## config.mk

```make
export PLATFORM = sky130hd
export DESIGN_NAME = lottery_process_picker_unit_flat
export DESIGN_NICKNAME = d
export VERILOG_FILES = /design/src/rtl/core/lpp_pkg.sv /design/src/rtl/core/lpp_if.sv /design/src/rtl/core/lpp_addsub.sv /design/src/rtl/core/lpp_entry_table.sv /design/src/rtl/core/lottery_process_picker_unit.sv /design/src/flat_wrapper.sv
export SDC_FILE = /design/constraint.sdc
export NUM_CORES = 1
export LEC_CHECK = 0
export BUFFER_PORTS_ARGS = -buffer_cell sky130_fd_sc_hd__buf_2
export CAP_MARGIN = 5
export CORE_MARGIN = 8
export CORE_UTILIZATION = 50
export DETAILED_ROUTE_END_ITERATION = 10
export PLACE_DENSITY = 0.67
export SETUP_SLACK_MARGIN = 0.15
export SYNTH_ARGS = -nofsm -noshare
export SYNTH_HDL_FRONTEND = slang
export SYNTH_SLANG_ARGS = --single-unit
```

## constraint.sdc

```tcl
create_clock -name clk -period 7.8 [get_ports clk]
set_input_delay 1.56 -clock clk [delete_from_list [all_inputs] [get_ports clk]]
set_output_delay 1.56 -clock clk [all_outputs]
set_load 0.01 [all_outputs]
```

## src/rtl/core/lpp_pkg.sv

```systemverilog
`timescale 1ns / 1ps
// ----------------------------------------------------------------------------
// lpp_pkg: shared types and constants of the lottery process picker
// Table geometry, field widths, request modes, sequencer states and the
// request/response structs of the shared add/subtract unit.
// ----------------------------------------------------------------------------
package lpp_pkg;

	// Table geometry
	localparam int ENTRY_COUNT = 16;
	localparam int TICKET_BITS = 16;
	localparam int IDX_BITS    = (ENTRY_COUNT > 1) ? $clog2(ENTRY_COUNT) : 1;
	localparam int TOTAL_BITS  = TICKET_BITS + IDX_BITS;
	localparam int ALU_BITS    = TOTAL_BITS + 1;

	// Fixed port field widths
	localparam int IN_IDX_BITS     = 4;
	localparam int IN_TICKET_BITS  = 16;
	localparam int RAND_BITS       = 32;
	localparam int OUT_IDX_BITS    = 4;
	localparam int OUT_TOTAL_BITS  = 20;
	localparam int STEP_BITS       = $clog2(RAND_BITS);

	// Last values of the sequencer counters
	localparam logic [IDX_BITS-1:0]  CNT_LAST  = IDX_BITS'(ENTRY_COUNT - 1);
	localparam logic [STEP_BITS-1:0] STEP_LAST = STEP_BITS'(RAND_BITS - 1);

	// Request modes
	localparam logic MODE_WRITE = 1'b0;
	localparam logic MODE_DRAW  = 1'b1;

	// Sequencer states
	typedef enum logic [2:0] {
		ST_IDLE,
		ST_SUM,
		ST_MOD,
		ST_PICK,
		ST_FINISH
	} lpp_state_t;

	// One table entry
	typedef struct packed {
		logic                   runnable;
		logic [TICKET_BITS-1:0] tickets;
	} lpp_entry_t;

	// Shared add/subtract unit operands and result
	typedef struct packed {
		logic                sub;
		logic [ALU_BITS-1:0] a;
		logic [ALU_BITS-1:0] b;
	} lpp_alu_req_t;

	typedef struct packed {
		logic                carry;
		logic [ALU_BITS-1:0] res;
	} lpp_alu_rsp_t;

endpackage

```

## src/rtl/core/lpp_if.sv

```systemverilog
`timescale 1ns / 1ps
// ----------------------------------------------------------------------------
// lpp_if: request and response channels of the lottery process picker
// Valid/ready channels; a request or response moves when both are high.
// ----------------------------------------------------------------------------
interface lpp_req_if
	import lpp_pkg::*;
	();
	logic                      valid;
	logic                      ready;
	logic                      mode;
	logic [IN_IDX_BITS-1:0]    entry_index;
	logic [IN_TICKET_BITS-1:0] entry_tickets;
	logic                      entry_runnable;
	logic [RAND_BITS-1:0]      random_word;

	modport source (
		output valid, mode, entry_index, entry_tickets, entry_runnable, random_word,
		input  ready
	);
	modport sink (
		input  valid, mode, entry_index, entry_tickets, entry_runnable, random_word,
		output ready
	);
endinterface

interface lpp_rsp_if
	import lpp_pkg::*;
	();
	logic                      valid;
	logic                      ready;
	logic [OUT_IDX_BITS-1:0]   winner_index;
	logic [OUT_TOTAL_BITS-1:0] total_tickets;
	logic                      winner_valid;

	modport source (
		output valid, winner_index, total_tickets, winner_valid,
		input  ready
	);
	modport sink (
		input  valid, winner_index, total_tickets, winner_valid,
		output ready
	);
endinterface

```

## src/rtl/core/lpp_addsub.sv

```systemverilog
`timescale 1ns / 1ps
// ----------------------------------------------------------------------------
// lpp_addsub: shared add/subtract unit
// Adds or subtracts two operands; carry out of a subtract means no borrow.
// ----------------------------------------------------------------------------
module lpp_addsub
	import lpp_pkg::*;
(
	input  lpp_alu_req_t op,
	output lpp_alu_rsp_t result
);

	logic [ALU_BITS:0] sum;

	// Add b, or add its two's complement to subtract
	always_comb begin
		sum = {1'b0, op.a} + {1'b0, (op.sub ? ~op.b : op.b)} + (ALU_BITS + 1)'(op.sub);
		result.carry = sum[ALU_BITS];
		result.res   = sum[ALU_BITS-1:0];
	end

endmodule

```

## src/rtl/core/lpp_entry_table.sv

```systemverilog
`timescale 1ns / 1ps
// ----------------------------------------------------------------------------
// lpp_entry_table: ticket counts and runnable flags of all entries
// One write port from the request side, one read port at the walk counter.
// ----------------------------------------------------------------------------
module lpp_entry_table
	import lpp_pkg::*;
(
	input  logic                clk,
	input  logic                arst_n,
	input  logic                wr_en,
	input  logic [IDX_BITS-1:0] wr_addr,
	input  lpp_entry_t          wr_data,
	input  logic [IDX_BITS-1:0] rd_addr,
	output lpp_entry_t          rd_data
);

	lpp_entry_t entry_q [ENTRY_COUNT];

	// Store one entry; reset clears all tickets and flags
	always_ff @(posedge clk or negedge arst_n) begin
		if (!arst_n) begin
			for (int i = 0; i < ENTRY_COUNT; i++) begin
				entry_q[i] <= '0;
			end
		end else if (wr_en) begin
			entry_q[wr_addr] <= wr_data;
		end
	end

	// Read the entry under the walk counter
	assign rd_data = entry_q[rd_addr];

endmodule

```

## src/rtl/core/lottery_process_picker_unit.sv

```systemverilog
`timescale 1ns / 1ps
// ----------------------------------------------------------------------------
// lottery_process_picker_unit: lottery scheduler over a table of entries
// Write requests set one entry; draw requests pick a winner by lottery.
// ----------------------------------------------------------------------------
// A write request (mode 0) stores one entry's ticket count and runnable flag and
// gives no response; an index beyond the table is dropped. A draw request (mode 1)
// gives one response: it sums the tickets of the runnable entries, reduces the
// random word modulo that total one bit per cycle, walks the entries to the
// winner and loads the response register. All steps share a single
// add/subtract unit, so the block takes no new request until the draw is done.
// A zero total gives winner_valid low, total_tickets zero and the current entry
// as winner_index; the current entry then stays as it is. A finished response
// waits in its register while the next request is accepted.
// ----------------------------------------------------------------------------
module lottery_process_picker_unit
	import lpp_pkg::*;
(
	input  logic      clk,
	input  logic      arst_n,
	lpp_req_if.sink   req,
	lpp_rsp_if.source rsp
);

	lpp_state_t              state_q, state_n;
	logic [IDX_BITS-1:0]     cnt_q;
	logic [STEP_BITS-1:0]    step_q;
	logic [TOTAL_BITS-1:0]   total_q;
	logic [TOTAL_BITS-1:0]   rem_q;
	logic [RAND_BITS-1:0]    rnd_q;
	logic [IDX_BITS-1:0]     cur_q;
	logic                    rsp_valid_q;
	logic [OUT_IDX_BITS-1:0] rsp_index_q;
	logic [OUT_TOTAL_BITS-1:0] rsp_total_q;
	logic                    rsp_win_q;

	lpp_alu_req_t alu_op;
	lpp_alu_rsp_t alu_res;
	lpp_entry_t   ent;
	lpp_entry_t   wr_data;
	logic         req_fire;
	logic         wr_en;
	logic         rsp_load;
	logic         sum_zero;
	logic         pick_hit;

	// Entry table and shared arithmetic
	assign wr_data.runnable = req.entry_runnable;
	assign wr_data.tickets  = TICKET_BITS'(req.entry_tickets);
	assign req_fire = req.valid && req.ready;
	assign wr_en    = req_fire && (req.mode == MODE_WRITE)
		&& (32'(req.entry_index) < ENTRY_COUNT);

	lpp_entry_table u_table (
		.clk     (clk),
		.arst_n  (arst_n),
		.wr_en   (wr_en),
		.wr_addr (IDX_BITS'(req.entry_index)),
		.wr_data (wr_data),
		.rd_addr (cnt_q),
		.rd_data (ent)
	);

	lpp_addsub u_addsub (
		.op     (alu_op),
		.result (alu_res)
	);

	assign sum_zero = (alu_res.res[TOTAL_BITS-1:0] == '0);
	assign pick_hit = ent.runnable && !alu_res.carry;
	assign rsp_load = (state_q == ST_FINISH) && (!rsp_valid_q || rsp.ready);

	// Next state
	always_comb begin
		state_n = state_q;
		unique case (state_q)
			ST_IDLE: begin
				if (req_fire && (req.mode == MODE_DRAW)) state_n = ST_SUM;
			end
			ST_SUM: begin
				if (cnt_q == CNT_LAST) state_n = sum_zero ? ST_FINISH : ST_MOD;
			end
			ST_MOD: begin
				if (step_q == STEP_LAST) state_n = ST_PICK;
			end
			ST_PICK: begin
				if (pick_hit || (cnt_q == CNT_LAST)) state_n = ST_FINISH;
			end
			ST_FINISH: begin
				if (rsp_load) state_n = ST_IDLE;
			end
			default: state_n = ST_IDLE;
		endcase
	end

	// Sequencer outputs: handshake and unit operands
	always_comb begin
		req.ready  = (state_q == ST_IDLE);
		alu_op.sub = 1'b0;
		alu_op.a   = '0;
		alu_op.b   = '0;
		unique case (state_q)
			ST_SUM: begin
				alu_op.a = ALU_BITS'(total_q);
				alu_op.b = ent.runnable ? ALU_BITS'(ent.tickets) : '0;
			end
			ST_MOD: begin
				alu_op.sub = 1'b1;
				alu_op.a   = {rem_q, rnd_q[RAND_BITS-1]};
				alu_op.b   = ALU_BITS'(total_q);
			end
			ST_PICK: begin
				alu_op.sub = 1'b1;
				alu_op.a   = ALU_BITS'(rem_q);
				alu_op.b   = ALU_BITS'(ent.tickets);
			end
			ST_IDLE, ST_FINISH: begin
				alu_op.sub = 1'b0;
			end
			default: alu_op.sub = 1'b0;
		endcase
	end

	// Hold state and control counters
	always_ff @(posedge clk or negedge arst_n) begin
		if (!arst_n) begin
			state_q <= ST_IDLE;
			cnt_q   <= '0;
			step_q  <= '0;
			cur_q   <= '0;
		end else begin
			state_q <= state_n;
			unique case (state_q)
				ST_IDLE: begin
					cnt_q  <= '0;
					step_q <= '0;
				end
				ST_SUM: begin
					cnt_q  <= cnt_q + 1'b1;
					step_q <= '0;
				end
				ST_MOD: begin
					cnt_q  <= '0;
					step_q <= step_q + 1'b1;
				end
				ST_PICK: begin
					cnt_q <= cnt_q + 1'b1;
					if (pick_hit) cur_q <= cnt_q;
				end
				ST_FINISH: begin
					cnt_q <= '0;
				end
				default: cnt_q <= '0;
			endcase
		end
	end

	// Advance the datapath registers
	always_ff @(posedge clk) begin
		unique case (state_q)
			ST_IDLE: begin
				total_q <= '0;
				rem_q   <= '0;
				if (req_fire) rnd_q <= req.random_word;
			end
			ST_SUM: begin
				total_q <= alu_res.res[TOTAL_BITS-1:0];
				rem_q   <= '0;
			end
			ST_MOD: begin
				// Restoring reduction: keep the difference when it did not borrow
				rem_q <= alu_res.carry ? alu_res.res[TOTAL_BITS-1:0] : alu_op.a[TOTAL_BITS-1:0];
				rnd_q <= {rnd_q[RAND_BITS-2:0], 1'b0};
			end
			ST_PICK: begin
				if (ent.runnable && alu_res.carry) rem_q <= alu_res.res[TOTAL_BITS-1:0];
			end
			ST_FINISH: begin
				rem_q <= rem_q;
			end
			default: rem_q <= rem_q;
		endcase
	end

	// Hold the response until it is taken
	always_ff @(posedge clk or negedge arst_n) begin
		if (!arst_n) begin
			rsp_valid_q <= 1'b0;
		end else if (rsp_load) begin
			rsp_valid_q <= 1'b1;
		end else if (rsp.ready) begin
			rsp_valid_q <= 1'b0;
		end
	end

	always_ff @(posedge clk) begin
		if (rsp_load) begin
			rsp_index_q <= OUT_IDX_BITS'(cur_q);
			rsp_total_q <= OUT_TOTAL_BITS'(total_q);
			rsp_win_q   <= (total_q != '0);
		end
	end

	assign rsp.valid         = rsp_valid_q;
	assign rsp.winner_index  = rsp_index_q;
	assign rsp.total_tickets = rsp_total_q;
	assign rsp.winner_valid  = rsp_win_q;

endmodule
```

## src/flat_wrapper.sv

```systemverilog
// flat-port wrapper written by rule: the top's interface ports become plain ports
module lottery_process_picker_unit_flat import lpp_pkg::*;
  (clk, arst_n, req_valid, req_mode, req_entry_index, req_entry_tickets, req_entry_runnable, req_random_word, req_ready, rsp_valid, rsp_winner_index, rsp_total_tickets, rsp_winner_valid, rsp_ready);
  lpp_req_if req_i ();
  lpp_rsp_if rsp_i ();
  input  logic clk;
  input  logic arst_n;
  input wire logic [$bits(req_i.valid)-1:0] req_valid;
  input wire logic [$bits(req_i.mode)-1:0] req_mode;
  input wire logic [$bits(req_i.entry_index)-1:0] req_entry_index;
  input wire logic [$bits(req_i.entry_tickets)-1:0] req_entry_tickets;
  input wire logic [$bits(req_i.entry_runnable)-1:0] req_entry_runnable;
  input wire logic [$bits(req_i.random_word)-1:0] req_random_word;
  output wire logic [$bits(req_i.ready)-1:0] req_ready;
  output wire logic [$bits(rsp_i.valid)-1:0] rsp_valid;
  output wire logic [$bits(rsp_i.winner_index)-1:0] rsp_winner_index;
  output wire logic [$bits(rsp_i.total_tickets)-1:0] rsp_total_tickets;
  output wire logic [$bits(rsp_i.winner_valid)-1:0] rsp_winner_valid;
  input wire logic [$bits(rsp_i.ready)-1:0] rsp_ready;
  assign req_i.valid = req_valid;
  assign req_i.mode = req_mode;
  assign req_i.entry_index = req_entry_index;
  assign req_i.entry_tickets = req_entry_tickets;
  assign req_i.entry_runnable = req_entry_runnable;
  assign req_i.random_word = req_random_word;
  assign req_ready = req_i.ready;
  assign rsp_valid = rsp_i.valid;
  assign rsp_winner_index = rsp_i.winner_index;
  assign rsp_total_tickets = rsp_i.total_tickets;
  assign rsp_winner_valid = rsp_i.winner_valid;
  assign rsp_i.ready = rsp_ready;
  lottery_process_picker_unit u_core (.clk(clk), .arst_n(arst_n), .req(req_i), .rsp(rsp_i));
endmodule
```

==> impl_metrics.yaml, run 1 <==
run_status:
  outcome: "finished clean"
synthesis:
  yosys_warnings: 0
  synth-seq-cells: 386
  synth_top_cell_area_share: 0.383
  ys_top_cells_by_area: "dfrtp_1, mux2_2, edfxtp_1, mux4_2, nand2_1"
  synth_edf_count: 97
  synth_ff_type: "dfrtp_1"
  synth_fp_nets: 1483
  yosysSeqAreaShare: 0.538
  synthCells: 1402
  async_flop_share: 0.749
  synth_area_um2: 18900
  synth_most_common_cell: "mux2_2"
  netlist_top_cells_count: "mux2_2, dfrtp_1, nand2_1"
  ys_types: 68
  synth.avg_cell_area_um2: 13.5
  synth_top_area_cell: "dfrtp_1"
clock_network:
  cts_tree: "yes"
  path_clk_slew_ns: 0.06
  postCtsSetupBuffers: 0
  cts_max_level: 2
  cts_made_buffers: 41
  cts_root_buffer: "clkbuf_16"
  cts_resized: 0
  hold_buffers: 0
  clock_latency_ns: 0.57
  cts_sinks: 386
  clock_path_buffers: 3
drt:
  post_drt_wl_per_cell_um: 22.9
  m1WireLength_um: 20900
  vias: 11800
  ant_nets: 0
  route.met2.wl_um: 22000
  via_per_inst: 5.85
  drtPass1Iterations: 5
  routed_wl_um: 46100
  met3_length_um: 2150
  routed.top_layer: "met5"
  drc: 0
  initialDrtViolationCount: 787
critical_path:
  worstSetupStartpointType: "register"
  endpoint_kind: "register"
  worstSetupPathType: "reg -> reg"
  required_ns: 8.26
  crit_arrival_ns: 6.65
  crit_fanout: 23
die:
  dieArea_um2: 44200
  io_pins: 85
  die_y_um: 210
  rows: 71
  die_w_um: 210
  start_util: 0.504
  core_um2: 37400
cells_and_area:
  num-fill-cells: 3031
  layout-drive-gt1-share: 0.392
  nets: 1553
  area_growth_pct: 12.9
  antenna_cells: 0
  utilization: 0.569
placement:
  dp_hpwl_um: 29500
  place.gp.congestion: 0.934
  io_buffers: 84
sta:
  tightest_slew_ns: 1.19
  slew_viol_final: 0
  min_period_ns: 6.19
  final-hold-violation-count: 0
  fmax_mhz: 162
  rsz0062_at_grt: "false"
  clock-skew-final_ns: 0.0224
  max-slew-margin-rel: 0.203
  finalCritPeriodShare: 0.794
  setup_viol: 0
  setup_tns_ns: 0
pwr:
  power_density_nw_per_um2: 411
  leakage_nw: 9.51
  ir_worst_vdd_mv: 0.175
global_routing:
  grt_pass1_vias: 12200
  grt_pass1_wl_um: 73400
  grt-ovfl-total: 0
  grt_start_max_net_pins: 159
  antenna_found_initial: 2
  grt_usage: 0.213
run:
  max_cap_viol_count: 0
hold_path:
  min-delay-path-class: "reg -> reg"
## layout by cell type, fill, tap and decap left out, types with 6 or more instances in the layout
cell and count:
clkinv_2 6, edfxtp_1 97, inv_1 14, mux4_2 78, dfrtp_1 283, a21oi_1 37, a22oi_1 33, a21o_1 8
and2_1 6, nand3_1 10, nand2_1 138, nand2b_1 13, buf_4 33, mux2i_1 28, xnor2_1 12, o21ai_0 31
nor2_2 10, nor2_1 81, mux2_2 301, clkbuf_16 42, nor3_1 7, ha_1 22, clkbuf_8 7, clkbuf_1 10
a31oi_1 6, buf_2 83
## sequential cells by signal, summed over array words and instances, names as in the netlist
signal,flops
u_core.rsp.winner_index,4
u_core.state_q,3
u_core.cur_q,4
u_core.rnd_q,32
u_core.rsp.winner_valid,1
u_core.rem_q,20
u_core.total_q,20
u_core.rsp.valid,1
u_core.step_q,5
u_core.u_table.entry_q,272
u_core.rsp.total_tickets,20
u_core.cnt_q,4
## area by class of cell
cell class,count,area [µm²],share of cell area
Multi-Input combinational cell,911,8350,0.392
Sequential cell,386,10200,0.477
Clock buffer,59,1180,0.0557
Timing Repair Buffer,118,698,0.0328
Inverter,14,52.6,0.00247
Clock inverter,15,206,0.00970
Tap cell,511,639,0.0300
## kinds of logic (layout without fill, tap and decap cells)
kind of cell    after synthesis  after routing  share of synthesized area
compound gates              161            161                     0.0582
xor+xnor                     17             17                    0.00789
fa+ha+maj                    23             23                     0.0157
buf+inv                     105            206                     0.0226
flops                       386            386                      0.538
mux                         407            407                      0.288
simple gates                303            303                     0.0701
## final timing paths
check                                              startpoint  slack, ns                                       to  cells after the start
worst max-delay path            u_core.state_q[0]$_DFFE_PN0P_       1.61            u_core.state_q[1]$_DFFE_PN0P_                     19
worst min-delay path              u_core.cur_q[3]$_DFFE_PN0P_       0.44     u_core.rsp.winner_index[3]$_DFFE_PP_                      0
worst max register to register  u_core.state_q[0]$_DFFE_PN0P_       1.61            u_core.state_q[1]$_DFFE_PN0P_                     19
worst min register to register    u_core.cur_q[3]$_DFFE_PN0P_       0.44     u_core.rsp.winner_index[3]$_DFFE_PP_                      0
max in group asynchronous                              arst_n       5.18                u_core.cnt_q[1]$_DFF_PN0_                      2
min in group asynchronous                              arst_n       1.13  u_core.u_table.entry_q[249]$_DFFE_PN0P_                      1
## critical path, cell delays in order (launching register included)
cell      delay (ns)
dfrtp_2         0.73
and2b_1         0.21
buf_4           0.24
nand2b_1        0.08
buf_4           0.20
or4b_1          0.59
a31oi_4         0.28
mux2i_1         0.54
inv_1           0.11
fa_1            0.41
nand2b_1        0.17
a211o_1         0.32
a211o_1         0.35
a211o_1         0.29
a21boi_1        0.17
o21ai_0         0.16
a21o_1          0.24
a311oi_1        0.51
nand4_1         0.21
a31o_1          0.27
## per-layer routing
| layer | GRT usage | up-vias |
|---|---|---|
| li1 | - | 5321 |
| met5 | 0 | - |
| met2 | 0.340 | 276 |
| met1 | 0.297 | 6100 |
| met3 | 0.0416 | 71 |
| met4 | 0.0569 | 4 |
## stage by stage
stage	std cells	hold slack, ns	power, W	worst slack [ns]	instance area (µm²)
floorplan	1402	0.419	0.00571	1.91	18900
global placement	1940	0.429	0.00667	1.87	19900
detailed placement	1940	0.429	0.00673	1.81	19900
CTS	2014	0.449	0.00877	1.76	21300
global route	2014	0.455	0.00927	1.37	21300
finish	2014	0.444	0.00874	1.61	21300
## power by group
part           internal (W)  switching [W]
sequential          0.00282       0.000479
combinational       0.00149        0.00194
clock               0.00120       0.000811
Note: power is estimated with default switching activity, not from simulation.
==> run 2: changes to the inputs <==
Settings changed: PLACE_DENSITY 0.67 to 0.7.
Clock period 7.8 ns to 5.05 ns, I/O delays scaled along.
==> run 2 against run 1 <==
Sequential cell count is the same. Register-to-register slack lost 1.4 ns. Global-route usage is essentially flat. Worst setup slack lost 1.4 ns. Final cell count grew 3.3%. Fmax grew 27%. Sequential share of layout area shrank 1.8 points. Die area is the same. First-iteration DRC count grew 17%. Largest power group unchanged.
==> impl_metrics.yaml, run 2 (same netlist as run 1, synthesis figures left out) <==
run_status:
  outcome: "finished clean"
sta:
  rsz0062_at_grt: "true"
  finalCritPeriodShare: 0.962
  final-hold-violation-count: 0
  min_period_ns: 4.86
  slew_viol_final: 0
  max-slew-margin-rel: 0.193
  clock-skew-final_ns: 0.0220
  setup_viol: 0
  hold_ws_ns: 0.446
  fmax_mhz: 206
  setup_ws_ns: 0.190
  tightest_slew_ns: 1.21
global_routing:
  grt_usage: 0.213
  grt_pass1_wl_um: 73900
  grt_start_max_net_pins: 110
  grt_pass1_vias: 12800
  antenna_found_initial: 2
  grt-ovfl-total: 0
drt:
  vias: 12200
  ant_nets: 0
  initialDrtViolationCount: 923
  drc: 0
  post_drt_wl_per_cell_um: 22.5
  routed_wl_um: 46900
  drtPass1Iterations: 7
  via_per_inst: 5.87
cells_and_area:
  area_growth_pct: 17.3
  final_cell_mix: "mux2_2, dfrtp_1, nand2_1"
  stdcell_count: 2081
  largest_reg_flops: 272
  final_common_cell: "mux2_2"
  regMostFlops: "u_core.u_table.entry_q"
  nets: 1619
  final_cell_area_um2: 22100
  num-fill-cells: 2919
  layout-drive-gt1-share: 0.434
  antenna_cells: 0
  top_regs: "u_core.u_table.entry_q x272, u_core.rnd_q x32"
die:
  rows: 71
  die_y_um: 210
  core_um2: 37400
  die_w_um: 210
  io_pins: 85
  dieArea_um2: 44200
  start_util: 0.504
critical_path:
  crit_arrival_ns: 5.31
  required_ns: 5.50
  worstSetupStartpointType: "register"
  max_stage_delay_ns: 0.51
  crit_slowest_cell: "dfrtp_2"
  r2r_slack_ns: 0.19
  worstSetupPathType: "reg -> reg"
  crit_fanout: 8
  cp_common_cell: "a211o_1"
  crit_buf_inv: 2
  endpoint_kind: "register"
  cp_cell_sequence: "buf_12 -> mux2i_1 -> a21oi_1 -> or4b_1 -> a31oi_4 -> mux2i_2 -> inv_1 -> fa_2 -> nand2b_4 -> a211o_4 -> a211o_1 -> a211o_1 -> a21boi_2 -> o21ai_2 -> a21o_1 -> a311oi_2 -> nand4_1 -> a31o_1"
  crit_family: "compound AO/OA/AOI/OAI gates"
pwr:
  ir_worst_vdd_mv: 0.292
  power_density_nw_per_um2: 658
  finalPower_w: 0.0146
  leakage_nw: 9.94
clock_network:
  cts_made_buffers: 42
  cts_tree: "yes"
  cts_sinks: 386
  path_clk_slew_ns: 0.06
  cts_max_level: 2
  clock_latency_ns: 0.58
  hold_buffers: 0
  clock_path_buffers: 3
  cts_root_buffer: "clkbuf_16"
placement:
  place.gp.congestion: 0.910
  io_buffers: 84
  dp_hpwl_um: 30100
  placedCellCount: 1994
  dp_slack_ns: -0.0178
  place_area_um2: 20500
run:
  max_cap_viol_count: 0
hold_path:
  min-delay-path-class: "reg -> reg"
[run 2: cell count changes in the layout (fill, tap and decap cells not counted), sizes merged]
cell / delta
bufinv: -1
clkinv: +6
buf: +65
clkbuf: -2
clkinvlp: -1
[run 2: per-layer routing]
metal / GRT usage / vias to the layer above / part of all wire
li1: - / 5471 / -
met1: 0.279 / 6322 / 0.42
met2: 0.357 / 319 / 0.50
met3: 0.0407 / 93 / 0.054
met4: 0.0656 / 4 / 0.025
met5: 0 / - / 0.00049
[run 2: final timing paths]
path                                             start                                      to  cells after the start
max                          u_core.cnt_q[2]$_DFF_PN0_           u_core.state_q[1]$_DFFE_PN0P_                     18
min                        u_core.cur_q[3]$_DFFE_PN0P_    u_core.rsp.winner_index[3]$_DFFE_PP_                      0
max reg2reg                  u_core.cnt_q[2]$_DFF_PN0_           u_core.state_q[1]$_DFFE_PN0P_                     18
min reg2reg                u_core.cur_q[3]$_DFFE_PN0P_    u_core.rsp.winner_index[3]$_DFFE_PP_                      0
max in group asynchronous                       arst_n             u_core.cur_q[1]$_DFFE_PN0P_                      2
min in group asynchronous                       arst_n  u_core.u_table.entry_q[95]$_DFFE_PN0P_                      1
[run 2: what timing repair did]
| action | CTS | global route |
|---|---|---|
| setup endpoints to repair | 4 | 42 |
| gates resized for setup | 6 | 24 |
| setup buffers | 6 | 5 |
| pin swaps | 11 | 7 |
| hold endpoints to repair | 0 | 0 |
[run 2: area by class of cell]
cell class                      instances  area [µm²]  area share
Clock buffer                           57        1210      0.0547
Clock inverter                         19         219     0.00990
Inverter                               14        52.6     0.00238
Multi-Input combinational cell        911        8520       0.385
Sequential cell                       386       10200       0.459
Tap cell                              511         639      0.0289
Timing Repair Buffer                  183        1330      0.0602
[run 2: worst register-to-register path, cell delays in order (launching register included)]
cell and delay [ns]:
dfrtp_2 0.51, buf_12 0.19, mux2i_1 0.13, a21oi_1 0.23
or4b_1 0.51, a31oi_4 0.21, mux2i_2 0.26, inv_1 0.08
fa_2 0.35, nand2b_4 0.15, a211o_4 0.35, a211o_1 0.30
a211o_1 0.31, a21boi_2 0.17, o21ai_2 0.10, a21o_1 0.20
a311oi_2 0.28, nand4_1 0.19, a31o_1 0.23
[run 2: power by group]
group	switching, W	total (W)	internal [W]
Combinational	0.00341	0.00647	0.00306
Clock	0.00129	0.00314	0.00185
Sequential	0.000586	0.00495	0.00437
Total	0.00529	0.0146	0.00927
[run 2: through the flow]
step | setup TNS (ns) | util
floorplan | 0 | -
global placement | 0 | 0.547
detailed placement | -0.0178 | 0.547
CTS | 0 | 0.587
global route | 0 | 0.592
finish | 0 | 0.592
==> run 3: changes to the inputs <==
Settings changed: CORE_MARGIN 8 to unset, CORE_UTILIZATION 50 to 56, PLACE_DENSITY 0.7 to 0.76.
==> run 3 against run 2 <==
Clock-buffer cell count shrank 2. Highest routed layer unchanged. Fmax down 0.33%. Sequential power about the same. Critical path depth down 1. Worst setup slack got worse by 0.016 ns. Via count fell by 0.20%. First-iteration DRC count increased by 13%. Sequential share of layout area rose by 0.64 points. Clock skew is essentially flat. Critical endpoint unchanged. Sequential cell count is the same. Wire length fell by 2.3%. Clock power down 7.3%.
==> impl_metrics.yaml, run 3 (same netlist as run 1, synthesis figures left out) <==
run_status:
  outcome: "finished clean"
run:
  max_cap_viol_count: 0
die:
  io_pins: 85
  die_w_um: 186
  dieArea_um2: 34400
  die_y_um: 186
  start_util: 0.574
  rows: 66
  core_um2: 32900
sta:
  max-slew-margin-rel: 0.252
  fmax_mhz: 205
  slew_viol_final: 0
  setup_viol: 0
  rsz0062_at_grt: "true"
  min_period_ns: 4.88
  hold_ws_ns: 0.443
  tightest_slew_ns: 1.12
  setup_tns_ns: 0
  final-hold-violation-count: 0
  clock-skew-final_ns: 0.0222
  finalCritPeriodShare: 0.966
  setup_ws_ns: 0.174
global_routing:
  grt_usage: 0.276
  grt_pass1_wl_um: 71800
  grt_start_max_net_pins: 116
  grt_pass1_vias: 12400
  antenna_found_initial: 2
  grt-ovfl-total: 0
critical_path:
  crit_arrival_ns: 5.31
  worstSetupPathType: "reg -> reg"
  crit_fanout: 16
  worstSetupStartpointType: "register"
  endpoint_kind: "register"
  required_ns: 5.48
drt:
  ant_nets: 0
  vias: 12200
  initialDrtViolationCount: 1040
  via_per_inst: 6.11
  post_drt_wl_per_cell_um: 23.0
  routed_wl_um: 45800
  drc: 0
  drtPass1Iterations: 5
cells_and_area:
  largest_reg_flops: 272
  nets: 1602
  area_growth_pct: 15.7
  utilization: 0.664
  final_cell_mix: "mux2_2, dfrtp_1, nand2_1"
  final_cell_area_um2: 21800
  regMostFlops: "u_core.u_table.entry_q"
  layout-drive-gt1-share: 0.430
  final_common_cell: "mux2_2"
  top_regs: "u_core.u_table.entry_q x272, u_core.rnd_q x32"
  num-fill-cells: 2399
pwr:
  clockPowerShare: 0.205
  ir_worst_vdd_mv: 0.356
  pwr-share-comb: 0.446
  p_switching_w: 0.00528
  share_seq_of_total_power: 0.348
  power_density_nw_per_um2: 651
  internal-power_w: 0.00892
  sw_frac_of_total: 0.372
  leakage_nw: 9.80
clock_network:
  clock_latency_ns: 0.55
  cts_made_buffers: 40
  cts_max_level: 2
  cts_root_buffer: "clkbuf_16"
  cts_sinks: 386
  clock_path_buffers: 3
  path_clk_slew_ns: 0.06
  cts_tree: "yes"
  hold_buffers: 0
placement:
  place.gp.congestion: 0.983
  io_buffers: 84
  dp_hpwl_um: 29000
  dp_slack_ns: -0.128
  place_area_um2: 20100
hold_path:
  min-delay-path-class: "reg -> reg"
-- run 3: worst max-delay path, cell delays in order (launching register included) --
cell and delay [ns]:
dfrtp_2 0.63, nor2_1 0.10, a21oi_1 0.21, or4b_1 0.51
a31oi_4 0.21, mux2i_2 0.26, inv_1 0.10, fa_2 0.39
nand2b_4 0.15, a211o_4 0.36, a211o_1 0.30, a211o_1 0.30
a21boi_2 0.17, o21ai_2 0.10, a21o_1 0.19, a311oi_2 0.28
nand4_1 0.21, a31o_1 0.28
-- run 3: routing by layer --
layer  part of all wire  vias to the layer above  GRT usage
met5            0.00050                        -          0
met4              0.038                        4      0.104
met3              0.053                       99     0.0370
met2               0.48                      370      0.447
met1               0.43                     6285      0.381
li1                   -                     5426          -
-- run 3: final timing paths --
check	slack, ns	cells past startpoint	endpoint	start
max	0.17	17	u_core.state_q[1]$_DFFE_PN0P_	u_core.cnt_q[1]$_DFF_PN0_
min	0.44	0	u_core.rsp.winner_index[1]$_DFFE_PP_	u_core.cur_q[1]$_DFFE_PN0P_
max reg2reg	0.17	17	u_core.state_q[1]$_DFFE_PN0P_	u_core.cnt_q[1]$_DFF_PN0_
min reg2reg	0.44	0	u_core.rsp.winner_index[1]$_DFFE_PP_	u_core.cur_q[1]$_DFFE_PN0P_
max in group asynchronous	3.49	2	u_core.cur_q[2]$_DFFE_PN0P_	arst_n
min in group asynchronous	0.45	1	u_core.u_table.entry_q[139]$_DFFE_PN0P_	arst_n
-- run 3: per-stage QoR --
step / power [W] / std cells
2_1_floorplan: 0.00886 / 1402
3_3_place_gp: 0.0106 / 1904
3_5_place_dp: 0.0107 / 1904
4_1_cts: 0.0139 / 1990
5_1_grt: 0.0150 / 1994
6_report: 0.0142 / 1995
-- run 3: area by class of cell --
type	instances	area, µm²	area share
clock buffer	55	1130	0.0517
antenna	1	2.50	0.000115
clock inverter	18	170	0.00780
timing repair buffer	168	1170	0.0539
multi-input combinational	911	8580	0.393
tap	442	553	0.0254
inverter	14	52.6	0.00241
sequential	386	10200	0.465
-- run 3: repair_timing --
| action | 4_1_cts | 5_1_grt |
|---|---|---|
| buffers inserted | 12 | 4 |
| endpoints found under the setup margin | 35 | 44 |
| resized for setup | 21 | 28 |
| pin swaps | 11 | 16 |
| cloned | 1 | 0 |
-- run 3: power groups by stage --
stage | clock, W | combinational, W | sequential, W
3_5_place_dp | 0 | 0.00573 | 0.00499
6_report | 0.00291 | 0.00633 | 0.00495
4_1_cts | 0.00295 | 0.00601 | 0.00493
2_1_floorplan | 0 | 0.00414 | 0.00472
5_1_grt | 0.00309 | 0.00684 | 0.00504
3_3_place_gp | 0 | 0.00562 | 0.00494
